==> config.mk <==
export PLATFORM = sky130hd
export DESIGN_NAME = target_detection_qualifier_unit
export DESIGN_NICKNAME = d
export VERILOG_FILES = /design/src/sv/tdq_pkg.sv /design/src/sv/tdq_front.sv /design/src/sv/tdq_queue.sv /design/src/sv/tdq_back.sv /design/src/sv/target_detection_qualifier_unit.sv
export SDC_FILE = /design/constraint.sdc
export NUM_CORES = 2
export LEC_CHECK = 0
export CAP_MARGIN = 20
export CORE_AREA = 2 2 398 400
export DETAILED_ROUTE_END_ITERATION = 6
export DIE_AREA = 0 0 400 402
export DONT_BUFFER_PORTS = 1
export HOLD_SLACK_MARGIN = 0.05
export SLEW_MARGIN = 0
export SYNTH_ARGS = -nofsm -noshare
export SYNTH_HDL_FRONTEND = slang
export SYNTH_HIERARCHICAL = 1
export SYNTH_SLANG_ARGS = --single-unit
==> constraint.sdc <==
create_clock -name clock -period 13.35 [get_ports clock]
set_clock_uncertainty 0.05 [all_clocks]
set_input_delay 0.6675 -clock clock [delete_from_list [all_inputs] [get_ports clock]]
set_output_delay 0.6675 -clock clock [all_outputs]
set_load 0.1 [all_outputs]
==> src/sv/tdq_pkg.sv <==
`timescale 1ns / 1ps
`default_nettype none
package tdq_pkg;

   localparam int ID_W     = 4;
   localparam int POS_W    = 16;
   localparam int TIME_W   = 32;
   localparam int SEQ_W    = 64;
   localparam int REASON_W = 3;
   localparam int SQ_W     = 31;
   localparam int DIST_W   = 32;
   localparam int LIM_W    = 30;
   localparam int RANGE_W  = 15;
   localparam int MS_W     = 16;
   localparam int MASK_W   = 16;

   localparam int REQ_DATA_W = 216;
   localparam int RSP_DATA_W = 8;
   localparam int CSR_ADDR_W = 5;
   localparam int CSR_DATA_W = 32;
   localparam int REG_IDX_W  = 3;

   localparam int QUEUE_DEPTH = 2;
   localparam int QPTR_W      = $clog2(QUEUE_DEPTH);
   localparam int QCNT_W      = QPTR_W + 1;

   localparam logic CMD_ARMOR = 1'b0;
   localparam logic CMD_EVAL  = 1'b1;

   localparam logic [REASON_W-1:0] REASON_NO_SOURCES = 3'd0;
   localparam logic [REASON_W-1:0] REASON_EPOCH      = 3'd1;
   localparam logic [REASON_W-1:0] REASON_STABLE     = 3'd2;
   localparam logic [REASON_W-1:0] REASON_UNSTABLE   = 3'd3;
   localparam logic [REASON_W-1:0] REASON_LOST_HOLD  = 3'd4;
   localparam logic [REASON_W-1:0] REASON_NONE       = 3'd5;

   localparam logic [REG_IDX_W-1:0] REG_ID_MASK     = 3'd0;
   localparam logic [REG_IDX_W-1:0] REG_MAX_RANGE   = 3'd1;
   localparam logic [REG_IDX_W-1:0] REG_LOST_HOLD   = 3'd2;
   localparam logic [REG_IDX_W-1:0] REG_FRESH_LIMIT = 3'd3;
   localparam logic [REG_IDX_W-1:0] REG_STABLE_MIN  = 3'd4;
   localparam logic [REG_IDX_W-1:0] REG_GAP_ALLOW   = 3'd5;

   localparam logic [MASK_W-1:0]  RST_ID_MASK     = 16'd190;
   localparam logic [RANGE_W-1:0] RST_MAX_RANGE   = 15'd8000;
   localparam logic [MS_W-1:0]    RST_LOST_HOLD   = 16'd0;
   localparam logic [MS_W-1:0]    RST_FRESH_LIMIT = 16'd500;
   localparam logic [MS_W-1:0]    RST_STABLE_MIN  = 16'd0;
   localparam logic [MS_W-1:0]    RST_GAP_ALLOW   = 16'd0;

   typedef struct packed {
      logic [MASK_W-1:0]  id_mask;
      logic [RANGE_W-1:0] max_range_mm;
      logic [MS_W-1:0]    lost_hold_ms;
      logic [MS_W-1:0]    fresh_limit_ms;
      logic [MS_W-1:0]    stable_min_ms;
      logic [MS_W-1:0]    gap_allow_ms;
   } cfg_type;

   typedef struct packed {
      logic                    command;
      logic [ID_W-1:0]         target_id;
      logic                    target_id_present;
      logic signed [POS_W-1:0] pos_x;
      logic signed [POS_W-1:0] pos_y;
      logic signed [POS_W-1:0] pos_z;
      logic [TIME_W-1:0]       now_ms;
      logic [SEQ_W-1:0]        frame_seq;
      logic [SEQ_W-1:0]        motion_epoch_in;
      logic                    sources_ready;
   } req_type;

   typedef struct packed {
      logic              command;
      logic              match;
      logic [TIME_W-1:0] now_ms;
      logic [SEQ_W-1:0]  frame_seq;
      logic [SEQ_W-1:0]  motion_epoch_in;
      logic              sources_ready;
   } entry_type;

   typedef struct packed {
      logic full;
      logic not_empty;
   } qstat_type;

endpackage
`default_nettype wire

==> src/sv/tdq_front.sv <==
`timescale 1ns / 1ps
`default_nettype none
module tdq_front (
   input  wire logic                clock,
   input  wire logic                reset,
   input  wire tdq_pkg::cfg_type    cfg,
   input  wire logic                req_valid,
   input  wire tdq_pkg::req_type    req,
   output logic                     req_ready,
   input  wire tdq_pkg::qstat_type  qstat,
   output logic                     push,
   output tdq_pkg::entry_type       push_entry
);

   logic                         s1_valid_ff, s1_valid_in;
   logic                         cmd_ff;
   logic                         id_ok_ff;
   logic [tdq_pkg::SQ_W-1:0]     sq_x_ff, sq_y_ff, sq_z_ff;
   logic [tdq_pkg::TIME_W-1:0]   now_ff;
   logic [tdq_pkg::SEQ_W-1:0]    seq_ff, epoch_ff;
   logic                         src_ff;
   logic [tdq_pkg::LIM_W-1:0]    lim_ff, lim_in;

   logic                         accept;
   logic                         id_ok;
   logic signed [31:0]           sq_x, sq_y, sq_z;
   logic [tdq_pkg::DIST_W-1:0]   dist2;

   assign req_ready = !s1_valid_ff || !qstat.full;
   assign accept    = req_valid && req_ready;
   assign push      = s1_valid_ff && !qstat.full;

   assign id_ok = req.target_id_present && cfg.id_mask[req.target_id];
   assign sq_x  = tdq_pkg::DIST_W'(req.pos_x) * tdq_pkg::DIST_W'(req.pos_x);
   assign sq_y  = tdq_pkg::DIST_W'(req.pos_y) * tdq_pkg::DIST_W'(req.pos_y);
   assign sq_z  = tdq_pkg::DIST_W'(req.pos_z) * tdq_pkg::DIST_W'(req.pos_z);
   assign lim_in = tdq_pkg::LIM_W'(cfg.max_range_mm) * tdq_pkg::LIM_W'(cfg.max_range_mm);

   assign s1_valid_in = accept || (s1_valid_ff && qstat.full);

   always_ff @(posedge clock) begin
      if (reset) begin
         s1_valid_ff <= 1'b0;
      end else begin
         s1_valid_ff <= s1_valid_in;
      end
   end

   always_ff @(posedge clock) begin
      lim_ff <= lim_in;
      if (accept) begin
         cmd_ff   <= req.command;
         id_ok_ff <= id_ok;
         sq_x_ff  <= sq_x[tdq_pkg::SQ_W-1:0];
         sq_y_ff  <= sq_y[tdq_pkg::SQ_W-1:0];
         sq_z_ff  <= sq_z[tdq_pkg::SQ_W-1:0];
         now_ff   <= req.now_ms;
         seq_ff   <= req.frame_seq;
         epoch_ff <= req.motion_epoch_in;
         src_ff   <= req.sources_ready;
      end
   end

   assign dist2 = tdq_pkg::DIST_W'(sq_x_ff) + tdq_pkg::DIST_W'(sq_y_ff)
                + tdq_pkg::DIST_W'(sq_z_ff);

   always_comb begin
      push_entry.command         = cmd_ff;
      push_entry.match           = id_ok_ff && (dist2 <= tdq_pkg::DIST_W'(lim_ff));
      push_entry.now_ms          = now_ff;
      push_entry.frame_seq       = seq_ff;
      push_entry.motion_epoch_in = epoch_ff;
      push_entry.sources_ready   = src_ff;
   end

endmodule
`default_nettype wire

==> src/sv/tdq_queue.sv <==
`timescale 1ns / 1ps
`default_nettype none
module tdq_queue (
   input  wire logic                clock,
   input  wire logic                reset,
   input  wire logic                push,
   input  wire tdq_pkg::entry_type  push_entry,
   input  wire logic                pop,
   output tdq_pkg::entry_type       head,
   output tdq_pkg::qstat_type       qstat
);

   localparam logic [tdq_pkg::QCNT_W-1:0] DEPTH_CNT = tdq_pkg::QCNT_W'(tdq_pkg::QUEUE_DEPTH);

   tdq_pkg::entry_type               mem_ff [tdq_pkg::QUEUE_DEPTH];
   logic [tdq_pkg::QPTR_W-1:0]       wr_ptr_ff, rd_ptr_ff;
   logic [tdq_pkg::QCNT_W-1:0]       count_ff, count_in;

   always_comb begin
      count_in = count_ff;
      if (push && !pop) begin
         count_in = count_ff + 1'b1;
      end else if (pop && !push) begin
         count_in = count_ff - 1'b1;
      end
   end

   always_ff @(posedge clock) begin
      if (reset) begin
         wr_ptr_ff <= '0;
         rd_ptr_ff <= '0;
         count_ff  <= '0;
      end else begin
         count_ff <= count_in;
         if (push) begin
            wr_ptr_ff <= wr_ptr_ff + 1'b1;
         end
         if (pop) begin
            rd_ptr_ff <= rd_ptr_ff + 1'b1;
         end
      end
   end

   always_ff @(posedge clock) begin
      if (push) begin
         mem_ff[wr_ptr_ff] <= push_entry;
      end
   end

   assign head            = mem_ff[rd_ptr_ff];
   assign qstat.full      = (count_ff == DEPTH_CNT);
   assign qstat.not_empty = (count_ff != '0);

endmodule
`default_nettype wire

==> src/sv/tdq_back.sv <==
`timescale 1ns / 1ps
`default_nettype none
module tdq_back (
   input  wire logic                         clock,
   input  wire logic                         reset,
   input  wire tdq_pkg::cfg_type             cfg,
   input  wire tdq_pkg::entry_type           head,
   input  wire tdq_pkg::qstat_type           qstat,
   output logic                              pop,
   output logic                              rsp_valid,
   input  wire logic                         rsp_ready,
   output logic                              rsp_detected,
   output logic [tdq_pkg::REASON_W-1:0]      rsp_reason
);

   logic                            pending_ff, pending_in;
   logic                            epoch_known_ff, epoch_known_in;
   logic [tdq_pkg::SEQ_W-1:0]       last_epoch_ff, last_epoch_in;
   logic                            seq_known_ff, seq_known_in;
   logic [tdq_pkg::SEQ_W-1:0]       last_seq_ff, last_seq_in;
   logic [tdq_pkg::TIME_W-1:0]      last_frame_time_ff, last_frame_time_in;
   logic                            frame_had_hit_ff, frame_had_hit_in;
   logic                            ever_hit_ff, ever_hit_in;
   logic [tdq_pkg::TIME_W-1:0]      last_hit_time_ff, last_hit_time_in;
   logic                            cont_on_ff, cont_on_in;
   logic [tdq_pkg::TIME_W-1:0]      cont_start_ff, cont_start_in;
   logic                            rsp_valid_ff, rsp_valid_in;
   logic                            det_ff, det_in;
   logic [tdq_pkg::REASON_W-1:0]    reason_ff, reason_in;

   logic [tdq_pkg::TIME_W-1:0]      now;
   logic [tdq_pkg::TIME_W-1:0]      age_frame, age_hit, age_start, start_eff;
   logic                            new_frame, cont_kept, start_new, gap_over;

   assign now       = head.now_ms;
   assign pop       = qstat.not_empty &&
                      (head.command == tdq_pkg::CMD_ARMOR || !rsp_valid_ff || rsp_ready);
   assign age_frame = now - last_frame_time_ff;
   assign age_hit   = now - last_hit_time_ff;
   assign new_frame = seq_known_ff ? (head.frame_seq != last_seq_ff) : (head.frame_seq != '0);
   assign cont_kept = cont_on_ff &&
                      !(age_frame > tdq_pkg::TIME_W'(cfg.fresh_limit_ms));
   assign start_new = new_frame && pending_ff && !cont_kept;
   assign start_eff = start_new ? now : cont_start_ff;
   assign age_start = now - start_eff;
   assign gap_over  = age_hit > tdq_pkg::TIME_W'(cfg.gap_allow_ms);

   always_comb begin
      logic co, fhh, eh, fresh, stable;
      co                 = cont_on_ff;
      fhh                = frame_had_hit_ff;
      eh                 = ever_hit_ff;
      fresh              = 1'b0;
      stable             = 1'b0;
      pending_in         = pending_ff;
      epoch_known_in     = epoch_known_ff;
      last_epoch_in      = last_epoch_ff;
      seq_known_in       = seq_known_ff;
      last_seq_in        = last_seq_ff;
      last_frame_time_in = last_frame_time_ff;
      frame_had_hit_in   = frame_had_hit_ff;
      ever_hit_in        = ever_hit_ff;
      last_hit_time_in   = last_hit_time_ff;
      cont_on_in         = cont_on_ff;
      cont_start_in      = cont_start_ff;
      rsp_valid_in       = rsp_valid_ff && !rsp_ready;
      det_in             = det_ff;
      reason_in          = reason_ff;

      if (pop) begin
         if (head.command == tdq_pkg::CMD_ARMOR) begin
            if (head.match) begin
               pending_in = 1'b1;
            end
         end else begin
            pending_in   = 1'b0;
            rsp_valid_in = 1'b1;
            if (!head.sources_ready) begin
               det_in    = 1'b0;
               reason_in = tdq_pkg::REASON_NO_SOURCES;
            end else if (epoch_known_ff && head.motion_epoch_in != last_epoch_ff) begin
               last_epoch_in    = head.motion_epoch_in;
               last_seq_in      = head.frame_seq;
               seq_known_in     = 1'b1;
               ever_hit_in      = 1'b0;
               cont_on_in       = 1'b0;
               frame_had_hit_in = 1'b0;
               det_in           = 1'b0;
               reason_in        = tdq_pkg::REASON_EPOCH;
            end else begin
               epoch_known_in = 1'b1;
               last_epoch_in  = head.motion_epoch_in;
               seq_known_in   = 1'b1;
               // last_seq ends equal to frame_seq on every path here
               last_seq_in    = head.frame_seq;
               if (new_frame) begin
                  co                 = cont_kept;
                  last_frame_time_in = now;
                  fhh                = pending_ff;
                  if (pending_ff) begin
                     eh               = 1'b1;
                     last_hit_time_in = now;
                     if (!co) begin
                        co            = 1'b1;
                        cont_start_in = now;
                     end
                  end
                  if (!pending_ff &&
                      (!ever_hit_ff || cfg.gap_allow_ms == '0 || gap_over)) begin
                     co = 1'b0;
                  end
               end
               fresh = new_frame || (age_frame <= tdq_pkg::TIME_W'(cfg.fresh_limit_ms));
               if (fhh && fresh) begin
                  stable = (cfg.stable_min_ms == '0) ||
                           (age_start >= tdq_pkg::TIME_W'(cfg.stable_min_ms));
                  det_in    = stable;
                  reason_in = stable ? tdq_pkg::REASON_STABLE : tdq_pkg::REASON_UNSTABLE;
               end else begin
                  if (!fresh) begin
                     co = 1'b0;
                  end
                  if (co && eh && cfg.gap_allow_ms != '0 && gap_over) begin
                     co = 1'b0;
                  end
                  if (eh && cfg.lost_hold_ms != '0 &&
                      age_hit <= tdq_pkg::TIME_W'(cfg.lost_hold_ms)) begin
                     det_in    = 1'b1;
                     reason_in = tdq_pkg::REASON_LOST_HOLD;
                  end else begin
                     det_in    = 1'b0;
                     reason_in = tdq_pkg::REASON_NONE;
                  end
               end
               cont_on_in       = co;
               frame_had_hit_in = fhh;
               ever_hit_in      = eh;
            end
         end
      end
   end

   always_ff @(posedge clock) begin
      if (reset) begin
         pending_ff         <= 1'b0;
         epoch_known_ff     <= 1'b0;
         last_epoch_ff      <= '0;
         seq_known_ff       <= 1'b0;
         last_seq_ff        <= '0;
         last_frame_time_ff <= '0;
         frame_had_hit_ff   <= 1'b0;
         ever_hit_ff        <= 1'b0;
         last_hit_time_ff   <= '0;
         cont_on_ff         <= 1'b0;
         cont_start_ff      <= '0;
         rsp_valid_ff       <= 1'b0;
      end else begin
         pending_ff         <= pending_in;
         epoch_known_ff     <= epoch_known_in;
         last_epoch_ff      <= last_epoch_in;
         seq_known_ff       <= seq_known_in;
         last_seq_ff        <= last_seq_in;
         last_frame_time_ff <= last_frame_time_in;
         frame_had_hit_ff   <= frame_had_hit_in;
         ever_hit_ff        <= ever_hit_in;
         last_hit_time_ff   <= last_hit_time_in;
         cont_on_ff         <= cont_on_in;
         cont_start_ff      <= cont_start_in;
         rsp_valid_ff       <= rsp_valid_in;
      end
   end

   always_ff @(posedge clock) begin
      det_ff    <= det_in;
      reason_ff <= reason_in;
   end

   assign rsp_valid    = rsp_valid_ff;
   assign rsp_detected = det_ff;
   assign rsp_reason   = reason_ff;

endmodule
`default_nettype wire

==> src/sv/target_detection_qualifier_unit.sv <==
`timescale 1ns / 1ps
`default_nettype none
// Channel   Dir  Ports                                        Per transaction
// req       in   req_tvalid/req_tready, req_tdata, req_tuser  armor candidate or evaluate
// rsp       out  rsp_tvalid/rsp_tready, rsp_tdata             one verdict per evaluate
// csr       in   csr_psel/penable/pwrite/paddr/pwdata/...     register write or read
//
// One req transaction per cycle, sustained while rsp_tready is high; armor and evaluate mix freely.
// Front: the squares are registered, then the range sum and compare feed a 2-entry queue.
// Back: evaluates the queue head combinationally into the rsp output register.
// From req accept to rsp valid an item passes the front stage, a queue entry and the rsp output register.
// A stalled rsp holds the back at the next evaluate; the queue and the front stage
// then take up to two more items before req_tready drops.
// Synchronous active-high reset; no clearing pass.
module target_detection_qualifier_unit (
   input  wire logic                               clock,
   input  wire logic                               reset,
   input  wire logic                               req_tvalid,
   output logic                                    req_tready,
   // [3:0] target_id, [4] target_id_present, [20:5] pos_x, [36:21] pos_y,
   // [52:37] pos_z, [84:53] now_ms, [148:85] frame_seq,
   // [212:149] motion_epoch_in, [213] sources_ready, [215:214] zero
   input  wire logic [tdq_pkg::REQ_DATA_W-1:0]     req_tdata,
   // [0] command
   input  wire logic                               req_tuser,
   output logic                                    rsp_tvalid,
   input  wire logic                               rsp_tready,
   // [0] detected, [3:1] reason, [7:4] zero
   output logic [tdq_pkg::RSP_DATA_W-1:0]          rsp_tdata,
   input  wire logic                               csr_psel,
   input  wire logic                               csr_penable,
   input  wire logic                               csr_pwrite,
   input  wire logic [tdq_pkg::CSR_ADDR_W-1:0]     csr_paddr,
   input  wire logic [tdq_pkg::CSR_DATA_W-1:0]     csr_pwdata,
   output logic [tdq_pkg::CSR_DATA_W-1:0]          csr_prdata,
   output logic                                    csr_pready
);

   tdq_pkg::cfg_type                 cfg_ff, cfg_in;
   tdq_pkg::req_type                 req;
   tdq_pkg::entry_type               push_entry, head;
   tdq_pkg::qstat_type               qstat;
   logic                             push, pop;
   logic                             csr_write;
   logic [tdq_pkg::REG_IDX_W-1:0]    reg_idx;
   logic                             det;
   logic [tdq_pkg::REASON_W-1:0]     reason;

   assign csr_pready = 1'b1;
   assign csr_write  = csr_psel && csr_penable && csr_pwrite && csr_pready;
   assign reg_idx    = csr_paddr[tdq_pkg::CSR_ADDR_W-1:2];

   always_comb begin
      cfg_in = cfg_ff;
      if (csr_write) begin
         case (reg_idx)
            tdq_pkg::REG_ID_MASK:     cfg_in.id_mask        = csr_pwdata[tdq_pkg::MASK_W-1:0];
            tdq_pkg::REG_MAX_RANGE:   cfg_in.max_range_mm   = csr_pwdata[tdq_pkg::RANGE_W-1:0];
            tdq_pkg::REG_LOST_HOLD:   cfg_in.lost_hold_ms   = csr_pwdata[tdq_pkg::MS_W-1:0];
            tdq_pkg::REG_FRESH_LIMIT: cfg_in.fresh_limit_ms = csr_pwdata[tdq_pkg::MS_W-1:0];
            tdq_pkg::REG_STABLE_MIN:  cfg_in.stable_min_ms  = csr_pwdata[tdq_pkg::MS_W-1:0];
            tdq_pkg::REG_GAP_ALLOW:   cfg_in.gap_allow_ms   = csr_pwdata[tdq_pkg::MS_W-1:0];
            default: begin
            end
         endcase
      end
   end

   always_ff @(posedge clock) begin
      if (reset) begin
         cfg_ff.id_mask        <= tdq_pkg::RST_ID_MASK;
         cfg_ff.max_range_mm   <= tdq_pkg::RST_MAX_RANGE;
         cfg_ff.lost_hold_ms   <= tdq_pkg::RST_LOST_HOLD;
         cfg_ff.fresh_limit_ms <= tdq_pkg::RST_FRESH_LIMIT;
         cfg_ff.stable_min_ms  <= tdq_pkg::RST_STABLE_MIN;
         cfg_ff.gap_allow_ms   <= tdq_pkg::RST_GAP_ALLOW;
      end else begin
         cfg_ff <= cfg_in;
      end
   end

   always_comb begin
      case (reg_idx)
         tdq_pkg::REG_ID_MASK:     csr_prdata = tdq_pkg::CSR_DATA_W'(cfg_ff.id_mask);
         tdq_pkg::REG_MAX_RANGE:   csr_prdata = tdq_pkg::CSR_DATA_W'(cfg_ff.max_range_mm);
         tdq_pkg::REG_LOST_HOLD:   csr_prdata = tdq_pkg::CSR_DATA_W'(cfg_ff.lost_hold_ms);
         tdq_pkg::REG_FRESH_LIMIT: csr_prdata = tdq_pkg::CSR_DATA_W'(cfg_ff.fresh_limit_ms);
         tdq_pkg::REG_STABLE_MIN:  csr_prdata = tdq_pkg::CSR_DATA_W'(cfg_ff.stable_min_ms);
         tdq_pkg::REG_GAP_ALLOW:   csr_prdata = tdq_pkg::CSR_DATA_W'(cfg_ff.gap_allow_ms);
         default:                  csr_prdata = '0;
      endcase
   end

   always_comb begin
      req.command           = req_tuser;
      req.target_id         = req_tdata[3:0];
      req.target_id_present = req_tdata[4];
      req.pos_x             = req_tdata[20:5];
      req.pos_y             = req_tdata[36:21];
      req.pos_z             = req_tdata[52:37];
      req.now_ms            = req_tdata[84:53];
      req.frame_seq         = req_tdata[148:85];
      req.motion_epoch_in   = req_tdata[212:149];
      req.sources_ready     = req_tdata[213];
   end

   tdq_front u_front (
      .clock      (clock),
      .reset      (reset),
      .cfg        (cfg_ff),
      .req_valid  (req_tvalid),
      .req        (req),
      .req_ready  (req_tready),
      .qstat      (qstat),
      .push       (push),
      .push_entry (push_entry)
   );

   tdq_queue u_queue (
      .clock      (clock),
      .reset      (reset),
      .push       (push),
      .push_entry (push_entry),
      .pop        (pop),
      .head       (head),
      .qstat      (qstat)
   );

   tdq_back u_back (
      .clock        (clock),
      .reset        (reset),
      .cfg          (cfg_ff),
      .head         (head),
      .qstat        (qstat),
      .pop          (pop),
      .rsp_valid    (rsp_tvalid),
      .rsp_ready    (rsp_tready),
      .rsp_detected (det),
      .rsp_reason   (reason)
   );

   assign rsp_tdata = {4'b0000, reason, det};

endmodule
`default_nettype wire

==> flow_summary.toml <==
[outcome]
outcome = "finished, final reports clean"

[clock_network]
root_buffer = "clkbuf_16"
cts_resized = 0
cts_buffers = 100
cts_setup_buffers = 0
htree_levels = 3
hold_buffers = 184
cts.sinks = 944
path_clk_slew_ns = 0.07
clock_latency_ns = 0.73
cts_tree = "done"
ctsLongestPathBuffers = 3

[final_layout]
areaGrowthSynthToFinish_pct = 9.02
drive_gt1_share_pct = 5.98
fin_nets = 9320
stdcell_count = 9810
final_cell_mix = "inv_1 (1366), fa_1 (857), nand2_1 (736)"
fillers = 14012
layout_commonest_cell = "inv_1"

[sta]
final_max_slew_viol_count = 0
fmax_mhz = 92.6
worstMarginPinSlew_ns = 1.12
setup_viol = 0
fin_crit_sh_pct = 80.9
tns_ns = 0
hold_viol = 0
rsz0062_at_grt = "false"
slew_headroom_pct = 25.4
holdWs_ns = 0.113
min_period_ns = 10.80

[synth]
syn_avg_cell_area_sq_um = 10.3
ys.flop_type = "edfxtp_1"
ys_types = 107
synth_edf_count = 583
async_flop_share_pct = 0
yosys_warnings = 6
synthesis.area_sq_um = 77900
synth_seq_cells = 944
synth_seq_area_share_pct = 31.7
synth_cells = 7591

[min_path]
hold_path_depth = 2
hp-start = "csr_pwdata[7]"
worst_hold_path_type = "input port to flip-flop"
hold_end = "cfg_ff[7]$_SDFFE_PP0P_"

[global_route]
grtUsageMet1_pct = 32.4
grt_first_pass_wirelength_um = 310000
grt_overflow_total = 0
grt.busiest_layer = "met2"
groute.layer.met3.usage_pct = 3.37
antenna_found_initial = 30
grt_use_met2_pct = 42.4
grt_usage_pct = 24.8
grt_max_degree = 327
grt_pass1_vias = 55152

[setup_path]
worstSetupPathType = "flip-flop to flip-flop"
rrSetupSlack_ns = 2.55
crit_slowest_cell = "dfxtp_4"
cp.required_ns = 13.77
path_max_fanout = 25
worstRegToRegCells = 40
r2r-end = "u_back/rsp_detected$_SDFFCE_PP0P_"
worstPathArrival_ns = 11.21
max_stage_delay_ns = 0.67
start_kind = "flip-flop"
cp-end-kind = "flip-flop"

[placement]
routabilityCongestion = 0.908
io_buffer_count = 0
dp.cells = 9428
hpwl_um = 151000

[floorplanning]
start_util_pct = 49.6
row_count = 146
coreArea_sq_um = 157000
io_pins = 304
die_w_um = 400
die_h_um = 402
die_area_sq_um = 161000

[drt]
routed_wl_um = 197000
wl_per_cell_um = 20.1
ant_nets = 0
drc = 0
vias = 52670
initialDrtViolationCount = 3098
first_pass_iters = 5
vias_per_cell = 5.37

[job]
drv_cap = 0
## critical path, delay by kind of cell (launching register included)
| kind | cells | cell delay [ns] |
|---|---|---|
| AO/OA/AOI/OAI | 14 | 2.72 |
| XOR/XNOR | 2 | 0.31 |
| adder cells (fa/ha/maj) | 5 | 1.34 |
| buffers and inverters | 1 | 0.17 |
| flip-flops | 1 | 0.67 |
| multiplexers | 2 | 0.65 |
| AND/OR/NAND/NOR | 16 | 4.56 |
## logic make-up (layout without fill, tap and decap cells)
kind of cell / Yosys count / in the layout / share of synthesized area, %
other cells: 3 / 33 / 0.0144
xor+xnor: 372 / 372 / 4.18
flops: 944 / 944 / 31.7
fa+ha+maj: 1416 / 1416 / 31.0
simple gates: 1788 / 1788 / 10.8
mux: 374 / 374 / 5.50
buf+inv: 1663 / 1780 / 8.45
compound gates: 1031 / 1031 / 8.28
## synth_stat cells, types with 7 or more instances
master | number | area (sq um)
a211oi_1 | 36 | 270
nor3b_1 | 7 | 52.6
nor3_1 | 64 | 320
nand2b_1 | 105 | 657
o21ai_1 | 10 | 50.1
or3_1 | 27 | 169
mux2_4 | 70 | 1050
or2_2 | 13 | 81.3
and3_1 | 20 | 125
fa_1 | 857 | 17200
dfxtp_1 | 361 | 7230
nand3_1 | 79 | 395
clkbuf_1 | 197 | 739
a21o_1 | 95 | 713
buf_2 | 32 | 160
xor2_1 | 76 | 666
a21oi_1 | 435 | 2180
a21boi_0 | 9 | 67.6
mux2i_1 | 193 | 1930
nand3b_1 | 7 | 52.6
mux2_2 | 105 | 1180
nand4_1 | 91 | 569
edfxtp_1 | 583 | 17500
o21a_1 | 43 | 323
o22ai_1 | 9 | 56.3
a31o_2 | 12 | 105
nand2_1 | 738 | 2770
a22oi_1 | 8 | 60.1
o211ai_1 | 24 | 180
o221ai_1 | 14 | 123
o21bai_1 | 32 | 240
xnor2_1 | 296 | 2590
inv_1 | 1366 | 5130
o21ai_0 | 171 | 856
nor4_1 | 50 | 313
and2_1 | 156 | 976
ha_1 | 559 | 6990
a31oi_1 | 27 | 169
nor2b_1 | 44 | 275
nor2_1 | 345 | 1290
buf_6 | 22 | 248
buf_4 | 33 | 248
o31ai_1 | 12 | 90.1
a2111oi_0 | 7 | 61.3
## layout make-up
type	instances	area, sq um	area share, %
Multi-Input combinational cell	5004	46800	55.1
Antenna cell	10	25.0	0.0295
Tap cell	2072	2590	3.05
Sequential cell	944	24700	29.1
Inverter	1371	5150	6.06
Clock inverter	54	549	0.646
Timing Repair Buffer	222	2300	2.71
Clock buffer	133	2810	3.31
## routing by layer
| metal | wire length [um] | vias to the layer above |
|---|---|---|
| met3 | 9470 | 330 |
| li1 | - | 24911 |
| met4 | 6700 | 38 |
| met1 | 84200 | 26218 |
| met5 | 249 | - |
| met2 | 96500 | 1173 |
## metrics by stage
| step | utilization [%] | instance area, sq um | setup WS [ns] |
|---|---|---|---|
| 6_report | 54.1 | 85000 | 2.55 |
| 5_1_grt | 54.1 | 85000 | 1.94 |
| 4_1_cts | 54.1 | 84900 | 2.55 |
| 3_5_place_dp | 50.7 | 79700 | 2.61 |
| 3_3_place_gp | 50.6 | 79600 | 2.53 |
| 2_1_floorplan | - | 78000 | 3.83 |
## registers in the layout, summed over array words and instances (netlist names), 2 cells and up, named ones only
signal,count
cfg_ff,95
u_back/cont_start_ff,32
u_back/last_epoch_ff,64
u_back/last_frame_time_ff,32
u_back/last_hit_time_ff,32
u_back/last_seq_ff,64
u_back/rsp_reason,3
u_front/epoch_ff,64
u_front/lim_ff,29
u_front/now_ff,32
u_front/seq_ff,64
u_front/sq_x_ff,30
u_front/sq_y_ff,30
u_front/sq_z_ff,30
u_queue/count_ff,2
u_queue/mem_ff,326
## worst max-delay path by stage
stage,from,end,slack [ns],cells after the start
2_1_floorplan,flip-flop,u_back/rsp_detected$_SDFFCE_PP0P_,3.83,46
3_3_place_gp,flip-flop,u_back/rsp_detected$_SDFFCE_PP0P_,2.53,36
3_5_place_dp,flip-flop,u_back/rsp_detected$_SDFFCE_PP0P_,2.61,40
4_1_cts,flip-flop,u_back/rsp_detected$_SDFFCE_PP0P_,2.55,40
5_1_grt,flip-flop,u_back/rsp_detected$_SDFFCE_PP0P_,1.94,41
6_report,flip-flop,u_back/rsp_detected$_SDFFCE_PP0P_,2.55,40
Power is not shown: default switching activity piles up to over one toggle a cycle in this logic, so the estimate is an artifact.
